[src/rtl/core/utn_pkg.sv]
// Shared types and constants of the uphill tangent normalizer.
// Depends on nothing; the front end, queue, back end and top use it by scoped names.
package utn_pkg;

    localparam int C_W       = 41;  // combined element, signed
    localparam int E_W       = 24;  // energy field
    localparam int V_W       = 16;  // vector element field
    localparam int W_W       = 25;  // weight
    localparam int P_W       = 40;  // weight times element
    localparam int NORM_BITS = 24;  // scaled magnitude width
    localparam int SQ_W      = 48;
    localparam int SUM_W     = 56;
    localparam int ROOT_W    = 28;
    localparam int Q_W       = 15;
    localparam int NUM_W     = 39;
    localparam int ONE_SHIFT = 14;  // 16384 is one in Q1.14
    localparam int LEN_W     = 6;

    typedef struct packed {
        logic signed [C_W-1:0] c;
        logic                  last;
    } elem_t;

    typedef enum logic [1:0] {
        F_IDLE,
        F_WGT,
        F_MUL,
        F_SUM
    } front_state_t;

    typedef enum logic [3:0] {
        B_LOAD,
        B_LEN,
        B_SQ_RD,
        B_SQ_MUL,
        B_SQ_ACC,
        B_ROOT,
        B_EM_RD,
        B_EM_SCALE,
        B_EM_DIV,
        B_EM_OUT
    } back_state_t;

endpackage

[src/rtl/core/utn_fifo.sv]
// Four-entry queue of combined elements between front and back end.
// Depends on utn_pkg.
module utn_fifo (
    input  logic           clk,
    input  logic           rst_n,
    input  logic           push,
    input  utn_pkg::elem_t push_data,
    output logic           full,
    input  logic           pop,
    output utn_pkg::elem_t head,
    output logic           not_empty
);

    utn_pkg::elem_t slot_reg [4];
    logic [1:0] wr_ptr_reg, rd_ptr_reg;
    logic [2:0] count_reg;
    logic do_push, do_pop;

    assign full      = (count_reg == 3'd4);
    assign not_empty = (count_reg != 3'd0);
    assign do_push   = push && !full;
    assign do_pop    = pop && not_empty;
    assign head      = slot_reg[rd_ptr_reg];

    always_ff @(posedge clk or negedge rst_n)
    begin
        if (!rst_n)
        begin
            wr_ptr_reg <= '0;
            rd_ptr_reg <= '0;
            count_reg  <= '0;
        end
        else
        begin
            if (do_push)
            begin
                wr_ptr_reg <= wr_ptr_reg + 2'd1;
            end
            if (do_pop)
            begin
                rd_ptr_reg <= rd_ptr_reg + 2'd1;
            end
            count_reg <= count_reg + {2'b0, do_push} - {2'b0, do_pop};
        end
    end

    always_ff @(posedge clk)
    begin
        if (do_push)
        begin
            slot_reg[wr_ptr_reg] <= push_data;
        end
    end

endmodule

[config.mk]
export PLATFORM = sky130hd
export DESIGN_NAME = utn_fifo
export DESIGN_NICKNAME = d
export VERILOG_FILES = /design/src/rtl/core/utn_pkg.sv /design/src/rtl/core/utn_fifo.sv
export SDC_FILE = /design/constraint.sdc
export NUM_CORES = 1
export LEC_CHECK = 0
export ABC_AREA = 1
export BUFFER_PORTS_ARGS = -buffer_cell sky130_fd_sc_hd__buf_2
export CAP_MARGIN = 25
export CORE_AREA = 2 2 112 114
export CTS_CLUSTER_DIAMETER = 100
export DETAILED_ROUTE_END_ITERATION = 8
export DIE_AREA = 0 0 114 116
export PLACE_DENSITY = 0.89
export SETUP_SLACK_MARGIN = 0.15
export SLEW_MARGIN = 20
export SYNTH_ARGS = -nofsm -noshare
export SYNTH_HDL_FRONTEND = slang
export SYNTH_SLANG_ARGS = --single-unit
[constraint.sdc]
create_clock -name clk -period 4.8 [get_ports clk]
set_input_delay 0.72 -clock clk [delete_from_list [all_inputs] [get_ports clk]]
set_output_delay 0.72 -clock clk [all_outputs]
set_load 0.01 [all_outputs]
* Yosys cells after proc, flatten, opt, wreduce, memory -nomap -nowiden
Memory sizes are Yosys's and may differ from the RTL's. Index checks and enable logic that the tools add are counted.
Storage, ports and cells: register bits 7, memories kept 1, bits in writable memories 168, output and inout bits 44, input port bits 46
Cells by class: eq/ne operators 1, add/subtract/negate cells 4, reductions and logical operators 4, muxes and demuxes 2
Memory list:
- slot_reg | depth 4, bits a word 42, rd ports 1, clocked after Yosys merged registers in 0, write ports 1, line utn_fifo.sv:14 | utn_pkg::elem_t slot_reg [4];
Operators with widths (count):
- adder 2 x 1 -> 2 bit (second input constant) | 2
- adder 3 x 1 -> 3 bit | 1
- equality test 3 bit (second input constant) | 1
- nonzero test 3 bit | 1
- subtractor 3 x 1 -> 3 bit | 1
- logical AND 1 bit | 2
- two-way mux 1 bit | 2
- zero test 1 bit | 1

* Logic depth before layout (Yosys ltp)
depth after elaboration 5, gate-level depth with buffers 12

* Least setup slack after synthesis
OpenSTA, ideal clock, no wires.
path type input port to flip-flop, start point in push, end point mem slot_reg[0][0] (netlist bit) (enable), stages on the path 2, arrival 2.637 ns, setup time 0.442 ns, path slack 1.721 ns, data required time 4.358 ns, path through nand2_1 nor2_1
Between the ends: longest elaborated chain between the ends 3
Ends and longest elaborated chain:
- start: declaration | line utn_fifo.sv:6 | input logic push,
- logical AND 1 bit | line utn_fifo.sv:21 | assign do_push = push && !full;
- two-way mux 1 bit | line utn_fifo.sv:49 | if (do_push)
- two-way mux 1 bit (not written as such) | line utn_fifo.sv:51 | slot_reg[wr_ptr_reg] <= push_data;
- end: declaration | line utn_fifo.sv:14
No other way between the ends.

==> out/metrics.yaml <==
detailed_routing:
  drc: 0
  wl_per_cell_um: 15.9
  drt_iter0_drc: 390
  route.met2.wl_um: 6910
  postRouteAntennaNets: 0
  via_per_inst: 5.30
  totalWireLength_um: 13300
  route.met3.wl_um: 851
  dr.pass1.iters: 4
  wl_met1_um: 5300
  highest_layer: "met4"
  vias: 4443
cells_and_area:
  fin_util_pct: 68.3
  drive_gt1_share_pct: 20.1
  syn_to_final_growth_pct: 15.0
  layout.nets: 732
  largest_register_ffs: 168
logic_synthesis:
  ys_seq_elements: 175
  synth_top_area_share_pct: 71.4
  syn_inst: 591
  syn_nets: 644
  synth_area_leaders: "edfxtp_1, nand2_1, nor2_1"
  yosysTopAreaCell: "edfxtp_1"
  synth_warnings: 0
  ys_seq_area_share_pct: 73.8
  synth_area_sq_um: 7070
  syn_area_per_cell_sq_um: 12.0
  ys_types: 19
power:
  p_per_area_nw_per_um2: 620
  power.leakage_uw: 0.00334
  peakVddDrop_v: 0.000338
timing:
  hold_violations: 0
  fmax_ghz: 0.304
  tns_ns: 0
  rsz0062_at_grt: "false"
  max_slew_margin_pct: 39.5
  clock_skew_ns: 0.00454
  tightest_slew_ns: 0.906
  fin_crit_sh_pct: 68.6
  setup_viol: 0
  slew_violations: 0
  finalWorstPathRequiredPeriod_ns: 3.29
clocking:
  cts.hold.buffers_added: 0
  clock_sinks: 175
  cts_resized: 0
  clock_latency_ns: 0.42
  cts_buffers: 17
  cts_tree: "yes"
  clk_path_buf_depth: 2
  clkTransAtPathRegs_ns: 0.06
  cts-root-buf: "clkbuf_16"
  htree_levels: 4
  cts_setup_buffers: 0
critical_path:
  critPathKind: "register to output port"
  cp.arrival_ns: 2.57
  r2r-start: "count_reg[1]"
  worstSetupEndpointType: "output port"
  crit_path_start: "rd_ptr_reg[0]"
  crit_fanout: 74
  cp.required_ns: 4.08
  startpoint_type: "register"
floorplan:
  die_area_sq_um: 13200
  ioPinCount: 90
  die_w_um: 114
  die_h_um: 116
  coreArea_sq_um: 11900
  row_count: 40
  initial_utilization_pct: 59.3
global_route:
  grt_max_degree: 75
  overflow: 0
  grt.total_usage_pct: 21.2
  grt_pass1_vias: 4301
  antenna_found_initial: 1
  grt_pass1_wl_um: 20900
min_path:
  hp-class: "input port to async pin"
job:
  drv_cap: 0
run_status:
  outcome: "complete, no violations"
place:
  gp_congestion: 0.808
  dp_hpwl_um: 8120
  port_buffers: 89
[stage by stage]
stage               cells  setup slack (ns)  total power [uW]  hold WS (ns)  instance area, sq um
global placement      807              2.11              3770         0.474                  7620
floorplan             591              1.72              3310         0.424                  7070
detailed placement    807              1.97              3870         0.491                  7620
CTS                   838              1.52              5080         0.115                  8130
global route          838              1.32              5360         0.133                  8130
finish                839              1.51              5040         0.127                  8130
[critical path, stage by stage (launching register included)]
cell	delay, ns
dfrtp_4	0.75
buf_4	0.72
nor2_1	0.15
nor2_1	0.14
o21ai_0	0.11
nand2_1	0.09
buf_2	0.13
[synth_stat cells, drive strengths merged]
cell type,number
edfxtp,168
nand2,145
nor2,89
o21ai,84
inv,59
buf,17
clkbuf,10
dfrtp,7
ha,6
nand3,5
fa,1
[worst paths after layout]
check / endpoint / depth (start not counted) / slack (ns)
min in group clk: rd_ptr_reg[1] / 2 / 0.51
worst max register to register: slot_reg[3][26] / 5 / 2.37
worst min-delay path: count_reg[1] / 1 / 0.13
worst max-delay path: head[41] / 6 / 1.51
max in group asynchronous: rd_ptr_reg[0] / 1 / 4.49
worst min register to register: rd_ptr_reg[1] / 2 / 0.51
[logic make-up after synthesis]
kind of cell	Yosys count	synth area share, %
AOI/OAI and AO/OA	84	6.32
adders and majority gates	7	1.35
DFF	175	73.8
buffers and inverters	86	5.47
and+or+nand+nor	239	13.0
[power breakdown]
part / total [uW] / leakage [uW] / internal (uW) / switching (uW)
Sequential: 2160 / 0.00162 / 2020 / 143
Combinational: 1670 / 0.00146 / 545 / 1130
Clock: 1210 / 0.000255 / 693 / 515
Total: 5040 / 0.00334 / 3260 / 1780
[layout by cell type, fill, tap and decap left out, drive strengths merged]
cell / n
edfxtp: 168
nand2: 145
buf: 96
nor2: 89
o21ai: 84
inv: 59
clkbuf: 19
clkinv: 11
dfrtp: 7
ha: 6
nand3: 5
diode: 1
fa: 1
bufinv: 1
[final cells by class]
class                   count  area [sq um]
well taps                 147           184
repair buffers             96           498
clock inverters            12          77.6
flip-flops and latches    175          5220
diodes                      1          2.50
fillers                   838          3780
clock buffers              19           433
inverters                  59           221
multi-input cells         330          1490
[layer usage]
metal	GRT usage (%)	vias to the layer above
li1	-	2147
met1	26.2	2087
met2	36.3	184
met3	5.28	25
met4	8.78	0
met5	0	-
Note: power is estimated with default switching activity, not from simulation.
