$ cat src/rtl/core/utn_pkg.sv
// Shared types and constants of the uphill tangent normalizer.
// Depends on nothing; the front end, queue, back end and top use it by scoped names.
package utn_pkg;

    localparam int C_W       = 41;  // combined element, signed
    localparam int E_W       = 24;  // energy field
    localparam int V_W       = 16;  // vector element field
    localparam int W_W       = 25;  // weight
    localparam int P_W       = 40;  // weight times element
    localparam int NORM_BITS = 24;  // scaled magnitude width
    localparam int SQ_W      = 48;
    localparam int SUM_W     = 56;
    localparam int ROOT_W    = 28;
    localparam int Q_W       = 15;
    localparam int NUM_W     = 39;
    localparam int ONE_SHIFT = 14;  // 16384 is one in Q1.14
    localparam int LEN_W     = 6;

    typedef struct packed {
        logic signed [C_W-1:0] c;
        logic                  last;
    } elem_t;

    typedef enum logic [1:0] {
        F_IDLE,
        F_WGT,
        F_MUL,
        F_SUM
    } front_state_t;

    typedef enum logic [3:0] {
        B_LOAD,
        B_LEN,
        B_SQ_RD,
        B_SQ_MUL,
        B_SQ_ACC,
        B_ROOT,
        B_EM_RD,
        B_EM_SCALE,
        B_EM_DIV,
        B_EM_OUT
    } back_state_t;

endpackage

$ cat src/rtl/core/utn_front.sv
// Front end: accepts items, picks the weights on the first item of a run and
// forms the combined element. Depends on utn_pkg.
module utn_front (
    input  logic                             clk,
    input  logic                             rst_n,
    input  logic                             in_valid,
    output logic                             in_stall,
    input  logic signed [utn_pkg::E_W-1:0]   energy_center,
    input  logic signed [utn_pkg::E_W-1:0]   energy_before,
    input  logic signed [utn_pkg::E_W-1:0]   energy_after,
    input  logic signed [utn_pkg::V_W-1:0]   left_component,
    input  logic signed [utn_pkg::V_W-1:0]   right_component,
    input  logic                             last_element,
    output logic                             push_valid,
    output utn_pkg::elem_t                   push_data,
    input  logic                             fifo_full
);

    utn_pkg::front_state_t state_reg, state_next;
    logic first_reg, first_next;
    logic signed [utn_pkg::E_W-1:0] ec_reg, eb_reg, ea_reg;
    logic signed [utn_pkg::V_W-1:0] l_reg, r_reg;
    logic last_reg;
    logic signed [utn_pkg::W_W-1:0] wl_reg, wl_next, wr_reg, wr_next;
    logic signed [utn_pkg::P_W-1:0] p1_reg, p2_reg;
    logic accept;

    logic signed [utn_pkg::W_W-1:0] c25, b25, a25, dl, dr, vmax, vmin;
    logic extremum;

    assign accept = (state_reg == utn_pkg::F_IDLE) && in_valid;

    always_ff @(posedge clk or negedge rst_n)
    begin
        if (!rst_n)
        begin
            state_reg <= utn_pkg::F_IDLE;
            first_reg <= 1'b1;
            wl_reg    <= '0;
            wr_reg    <= '0;
        end
        else
        begin
            state_reg <= state_next;
            first_reg <= first_next;
            wl_reg    <= wl_next;
            wr_reg    <= wr_next;
        end
    end

    always_ff @(posedge clk)
    begin
        if (accept)
        begin
            ec_reg   <= energy_center;
            eb_reg   <= energy_before;
            ea_reg   <= energy_after;
            l_reg    <= left_component;
            r_reg    <= right_component;
            last_reg <= last_element;
        end
        if (state_reg == utn_pkg::F_MUL)
        begin
            p1_reg <= utn_pkg::P_W'(wl_reg) * utn_pkg::P_W'(l_reg);
            p2_reg <= utn_pkg::P_W'(wr_reg) * utn_pkg::P_W'(r_reg);
        end
    end

    // next state
    always_comb
    begin
        state_next = state_reg;
        unique case (state_reg)
            utn_pkg::F_IDLE:
            begin
                if (in_valid)
                begin
                    state_next = first_reg ? utn_pkg::F_WGT : utn_pkg::F_MUL;
                end
            end
            utn_pkg::F_WGT: state_next = utn_pkg::F_MUL;
            utn_pkg::F_MUL: state_next = utn_pkg::F_SUM;
            utn_pkg::F_SUM:
            begin
                if (!fifo_full)
                begin
                    state_next = utn_pkg::F_IDLE;
                end
            end
            default: state_next = utn_pkg::F_IDLE;
        endcase
    end

    // weight selection under the uphill rule
    always_comb
    begin
        c25 = {ec_reg[utn_pkg::E_W-1], ec_reg};
        b25 = {eb_reg[utn_pkg::E_W-1], eb_reg};
        a25 = {ea_reg[utn_pkg::E_W-1], ea_reg};
        dl  = (c25 >= b25) ? c25 - b25 : b25 - c25;
        dr  = (c25 >= a25) ? c25 - a25 : a25 - c25;
        vmax = (dl > dr) ? dl : dr;
        vmin = (dl > dr) ? dr : dl;
        extremum = ((c25 >= b25) && (c25 >= a25)) || ((c25 <= b25) && (c25 <= a25));
        first_next = first_reg;
        wl_next = wl_reg;
        wr_next = wr_reg;
        if (accept)
        begin
            first_next = last_element;
        end
        if (state_reg == utn_pkg::F_WGT)
        begin
            if (extremum)
            begin
                wl_next = (b25 > a25) ? vmax : vmin;
                wr_next = (b25 > a25) ? -vmin : -vmax;
            end
            else if (b25 > a25)
            begin
                wl_next = utn_pkg::W_W'(1);
                wr_next = '0;
            end
            else
            begin
                wl_next = '0;
                wr_next = -utn_pkg::W_W'(1);
            end
        end
    end

    // outputs
    always_comb
    begin
        in_stall       = (state_reg != utn_pkg::F_IDLE);
        push_valid     = (state_reg == utn_pkg::F_SUM);
        push_data.c    = {p1_reg[utn_pkg::P_W-1], p1_reg} + {p2_reg[utn_pkg::P_W-1], p2_reg};
        push_data.last = last_reg;
    end

endmodule

$ cat config.mk
export PLATFORM = sky130hd
export DESIGN_NAME = utn_front
export DESIGN_NICKNAME = d
export VERILOG_FILES = /design/src/rtl/core/utn_pkg.sv /design/src/rtl/core/utn_front.sv
export SDC_FILE = /design/constraint.sdc
export NUM_CORES = 2
export LEC_CHECK = 0
export BUFFER_PORTS_ARGS = -buffer_cell sky130_fd_sc_hd__buf_2
export CORE_MARGIN = 3
export CORE_UTILIZATION = 45
export CTS_CLUSTER_DIAMETER = 40
export CTS_CLUSTER_SIZE = 20
export DETAILED_ROUTE_END_ITERATION = 7
export PLACE_DENSITY = 0.68
export SKIP_LAST_GASP = 1
export SLEW_MARGIN = 20
export SYNTH_ARGS = -nofsm -noshare
export SYNTH_HDL_FRONTEND = slang
export SYNTH_SLANG_ARGS = --single-unit
$ cat constraint.sdc
create_clock -name clk -period 15.9 [get_ports clk]
set_input_delay 1.59 -clock clk [delete_from_list [all_inputs] [get_ports clk]]
set_output_delay 1.59 -clock clk [all_outputs]
set_load 0.01 [all_outputs]
## Word-level counts from Yosys, hierarchy flattened

Index checks and enable logic that the tools add are counted.

| storage, ports and cells | value |
|---|---|
| register bits after elaboration | 238 |
| bits of input ports | 109 |

| operators by class | value |
|---|---|
| add/sub/neg operators | 7 |
| multipliers | 2 |
| order comparisons | 6 |
| equal/unequal tests | 5 |
| mux-type cells | 14 |
| reductions and logical operators | 7 |

Operators with widths:

| operator | count |
|---|---|
| 25-bit two-way mux | 9 |
| 24-bit by 24-bit subtractor with 25-bit output | 4 |
| 25-bit by 16-bit multiplier with 40-bit output | 2 |
| 25-bit negator | 2 |
| 24-bit >= comparator | 2 |
| 24-bit <= comparator | 2 |
| 40-bit by 40-bit adder with 41-bit output | 1 |
| 25-bit greater-than comparator | 1 |
| 24-bit greater-than comparator | 1 |
| 2-bit case mux with 4 select lines | 1 |
| 2-bit two-way mux | 3 |
| 2-bit == test, second input constant | 2 |
| 2-bit inequality test, second input constant | 2 |
| 1-bit logical AND | 3 |
| 2-bit by 1-bit == test with 1-bit output, second input constant | 1 |
| 2-bit logical NOT | 1 |
| 2-bit AND reduction | 1 |
| 2-bit nonzero test | 1 |
| 1-bit logical OR | 1 |
| 1-bit two-way mux | 1 |

## Logic depth before layout (Yosys ltp)

| depth | value |
|---|---|
| depth in word-level cells | 7 |
| depth in mapped cells | 34 |
| gate-level depth less buffers | 29 |

## Least setup slack after synthesis

Ideal clock, no wire load.

| timing | value |
|---|---|
| path type | register to register |
| start | register ec_reg[16] (netlist bit) |
| end | register wr_reg[24] (netlist bit) |
| setup time | 0.139 ns |
| data arrival time | 6.928 ns |
| required time | 15.761 ns |
| setup slack | 8.833 ns |
| stages on the path, launching flop included | 34 |
| path through | edfxtp_1 inv_1 ha_1 buf_2 nand2_1 o21a_1 a211o_1 and2_1 a21o_2 buf_4 a221oi_1 a31oi_1 xnor2_1 inv_1 ha_1 nand4_1 nor3_1 o211ai_1 a311oi_1 or2_2 buf_2 buf_1 clkbuf_1 buf_1 buf_1 nand2_1 o21ai_0 ha_1 o21ai_0 nor4b_4 nand4_1 nor4_1 xnor2_1 o221ai_1 |

| on the way | value |
|---|---|
| cells in the longest elaborated chain, start to end | 7 |

Ends and longest elaborated chain:

| what | RTL line | RTL |
|---|---|---|
| start: declaration | utn_front.sv:21 | `logic signed [utn_pkg::E_W-1:0] ec_reg, eb_reg, ea_reg;` |
| start signal: assignment | utn_front.sv:55 | `ec_reg <= energy_center;` |
| 24-bit by 24-bit subtractor with 25-bit output, or another cell as far along | utn_front.sv:100 | `dl = (c25 >= b25) ? c25 - b25 : b25 - c25;` |
| 25-bit two-way mux (on tied branches) | utn_front.sv:100, utn_front.sv:101 |  |
| 25-bit greater-than comparator | utn_front.sv:102, utn_front.sv:103 |  |
| 25-bit two-way mux (on tied branches) | utn_front.sv:102, utn_front.sv:103 |  |
| 25-bit negator | utn_front.sv:117 | `wr_next = (b25 > a25) ? -vmin : -vmax;` |
| 25-bit two-way mux | utn_front.sv:117 |  |
| 25-bit two-way mux * | utn_front.sv:114 | `if (extremum)` |
| end signal: assignment | utn_front.sv:47 | `wr_reg <= wr_next;` |
| end: declaration | utn_front.sv:24 | `logic signed [utn_pkg::W_W-1:0] wl_reg, wl_next, wr_reg, wr_next;` |

Mark *: on every way between the ends. The rest lies on a longest branch, timed or not.
A chain may end at the register's enable or synchronous reset.

## Worst setup path after layout

| timing | value |
|---|---|
| start | register ec_reg[17] (netlist bit) |
| end | register wr_reg[23] (netlist bit) |

The elaborated chain is that of the path after synthesis.

==> results.json <==
{
  "ys.flop_type": "edfxtp_1",
  "num_vias": 35234,
  "async_flop_share_pct": 22.27,
  "io_buffers": 152,
  "globalplace.congestion": 0.9369,
  "mostFrequentLayoutCells": "inv_1, fa_1, nand2_1",
  "post-route-drc-count": 0,
  "ys_ff_latch": 238,
  "slew_headroom_pct": 23.91,
  "nFillCells": 9492,
  "synth_edf_count": 185,
  "antenna_found_initial": 3,
  "ys_warn_count": 0,
  "htreeDepth": 2,
  "clk_pin_slew_ns": 0.05,
  "worst_hold_path_type": "reg -> reg",
  "netlist_instances": 5008,
  "setup_tns_ns": 0,
  "syn-num-nets": 6274,
  "place_area_sq_um": 48030,
  "stdcell_area_sq_um": 49690,
  "grt_pass1_wl_microns": 205600,
  "clk_root_buffer_cell": "clkbuf_16",
  "drt_iter0_drc": 2252,
  "dr.pass1.iters": 5,
  "io_pins": 153,
  "tritoncts": "yes",
  "hold_buffers": 0,
  "rows": 116,
  "crit_type": "reg -> reg",
  "gr-total-overflow": 0,
  "grtUsageTotal_pct": 24.65,
  "nNetsFinal": 6328,
  "crit_path_max_fanout": 48,
  "clk_latency_ns": 0.62,
  "dp.cells": 6368,
  "period_minus_slack_ns": 8.270,
  "grt_pass1_vias": 36912,
  "post_cts_buffers": 0,
  "final_layout_size_suffix_gt1_share_pct": 7.038,
  "dp_hpwl_microns": 104100,
  "grt_setup_unrepaired": "no",
  "required_ns": 16.40,
  "antenna_cells": 0,
  "core_area_sq_um": 100700,
  "routed_wl_microns": 129100,
  "fmax_mhz": 120.9,
  "die-area_sq_um": 106100,
  "clock_skew_ns": 0.02088,
  "clock-sinks": 238,
  "period_share_pct": 52.01,
  "drv_cap": 0,
  "antenna_left": 0,
  "stdcell_count": 6458,
  "ys_types": 99,
  "routed_via_density": 5.456,
  "cp-start-kind": "flop",
  "drv_slew": 0,
  "cp-end-kind": "flop",
  "syn_area_sq_um": 46000,
  "syn_avg_cell_area_sq_um": 9.184,
  "layout_commonest_cell": "inv_1",
  "status": "complete, no violations",
  "clockBufferDepth": 3,
  "setup_viol": 0,
  "die_w_microns": 325.7,
  "start_util_pct": 45.66,
  "grt_max_degree": 76,
  "wire_per_inst_microns": 20.00,
  "critPathArrivalTime_ns": 8.77,
  "cts_buffers": 48,
  "cts.repair.resized": 0,
  "tightest_slew_ns": 1.132,
  "synthToLayoutAreaGrowth_pct": 8.022,
  "synth_seq_area_share_pct": 14.96,
  "hold_viol_final": 0,
  "die_y_microns": 325.7
}
cell type report:
type / instances / area (sq um) / share of cell area [%]
sequential: 238 / 6883 / 13.85
clock buffer: 56 / 1338 / 2.692
tap: 1357 / 1698 / 3.417
multi-input combinational: 3588 / 34630 / 69.69
clock inverter: 33 / 299.0 / 0.6019
inverter: 983 / 3690 / 7.426
timing repair buffer: 203 / 1151 / 2.317
per-layer routing:
layer	track usage, %	part of all wire (%)	vias to the layer above
li1	-	-	16072
met1	31.99	41	17707
met2	41.74	48	1187
met3	2.884	5.4	268
met4	10.60	4.8	0
met5	0	0	-
worst paths after layout:
check                            from      endpoint  slack (ns)  cells past startpoint
max in group asynchronous       rst_n     wl_reg[6]       14.23                      2
min reg2reg                 wr_reg[0]     wr_reg[0]        0.54                      1
min in group asynchronous       rst_n  state_reg[1]        1.11                      2
max                        ec_reg[17]    wr_reg[23]        7.63                     25
max reg2reg                ec_reg[17]    wr_reg[23]        7.63                     25
min                         wr_reg[0]     wr_reg[0]        0.54                      1
metrics by stage:
step	utilization (%)	worst slack (ns)	hold slack, ns
finish	49.33	7.630	0.5360
CTS	49.31	7.716	0.5457
global route	49.33	6.842	0.5680
floorplan	-	8.833	0.5276
detailed placement	47.69	7.717	0.5335
global placement	47.69	7.998	0.5087
critical path, stage by stage, from the launching register on:
cell,delay [ns]
edfxtp_1,0.38
inv_1,0.07
ha_1,0.61
and4_1,0.43
nor4b_4,0.29
a21oi_1,0.15
a31oi_1,0.29
o31a_1,0.91
mux2i_1,0.21
xnor2_1,0.51
inv_1,0.16
ha_1,0.33
nand2_1,0.07
o21a_1,0.16
nor2_1,0.13
o211ai_1,0.12
a311oi_1,0.42
or2_2,0.84
a311oi_1,0.14
a211oi_1,0.56
nand2b_1,0.09
or4b_1,0.53
nor4_1,0.25
xor2_1,0.17
a21oi_1,0.08
a22o_1,0.20
synthesized netlist by cell type, types with 7 or more instances:
library cell / count / area share (%)
inv_1: 982 / 8.0
fa_1: 769 / 33
nand2_1: 595 / 4.9
ha_1: 388 / 11
and2_1: 311 / 4.2
a21oi_1: 231 / 2.5
edfxtp_1: 185 / 12
clkbuf_1: 165 / 1.3
nor2_1: 159 / 1.3
xnor2_1: 142 / 2.7
o21ai_0: 130 / 1.4
a21o_1: 86 / 1.4
xor2_1: 69 / 1.3
nand2b_1: 59 / 0.80
dfrtp_1: 52 / 2.8
nand3_1: 51 / 0.55
nor3_1: 51 / 0.55
mux2i_1: 46 / 1.0
nand4_1: 40 / 0.54
o21a_1: 36 / 0.59
a211oi_1: 26 / 0.42
o21bai_1: 26 / 0.42
a31oi_1: 25 / 0.34
o2bb2ai_1: 24 / 0.46
nor2b_1: 23 / 0.31
o31ai_1: 23 / 0.38
and3_1: 22 / 0.30
nor4_1: 17 / 0.23
o211ai_1: 17 / 0.28
or2_2: 17 / 0.23
buf_2: 16 / 0.17
mux2_2: 15 / 0.37
a21boi_0: 14 / 0.23
o22ai_1: 14 / 0.19
a211o_1: 11 / 0.21
or3_1: 10 / 0.14
o221ai_1: 9 / 0.17
a221oi_1: 8 / 0.15
buf_1: 8 / 0.065
nand3b_1: 8 / 0.13
a311oi_1: 7 / 0.13
o31a_1: 7 / 0.13
kinds of logic after synthesis:
| logic type | after synthesis | synth area share, % |
|---|---|---|
| AND/OR/NAND/NOR | 1396 | 14.95 |
| buffers and inverters | 1182 | 9.812 |
| adder cells (fa/ha/maj) | 1157 | 44.02 |
| AO/OA/AOI/OAI | 762 | 10.83 |
| flip-flops | 238 | 14.96 |
| XOR/XNOR | 212 | 4.053 |
| multiplexers | 61 | 1.368 |
Power is not shown: default switching activity piles up to over one toggle a cycle in this logic, so the estimate is an artifact.
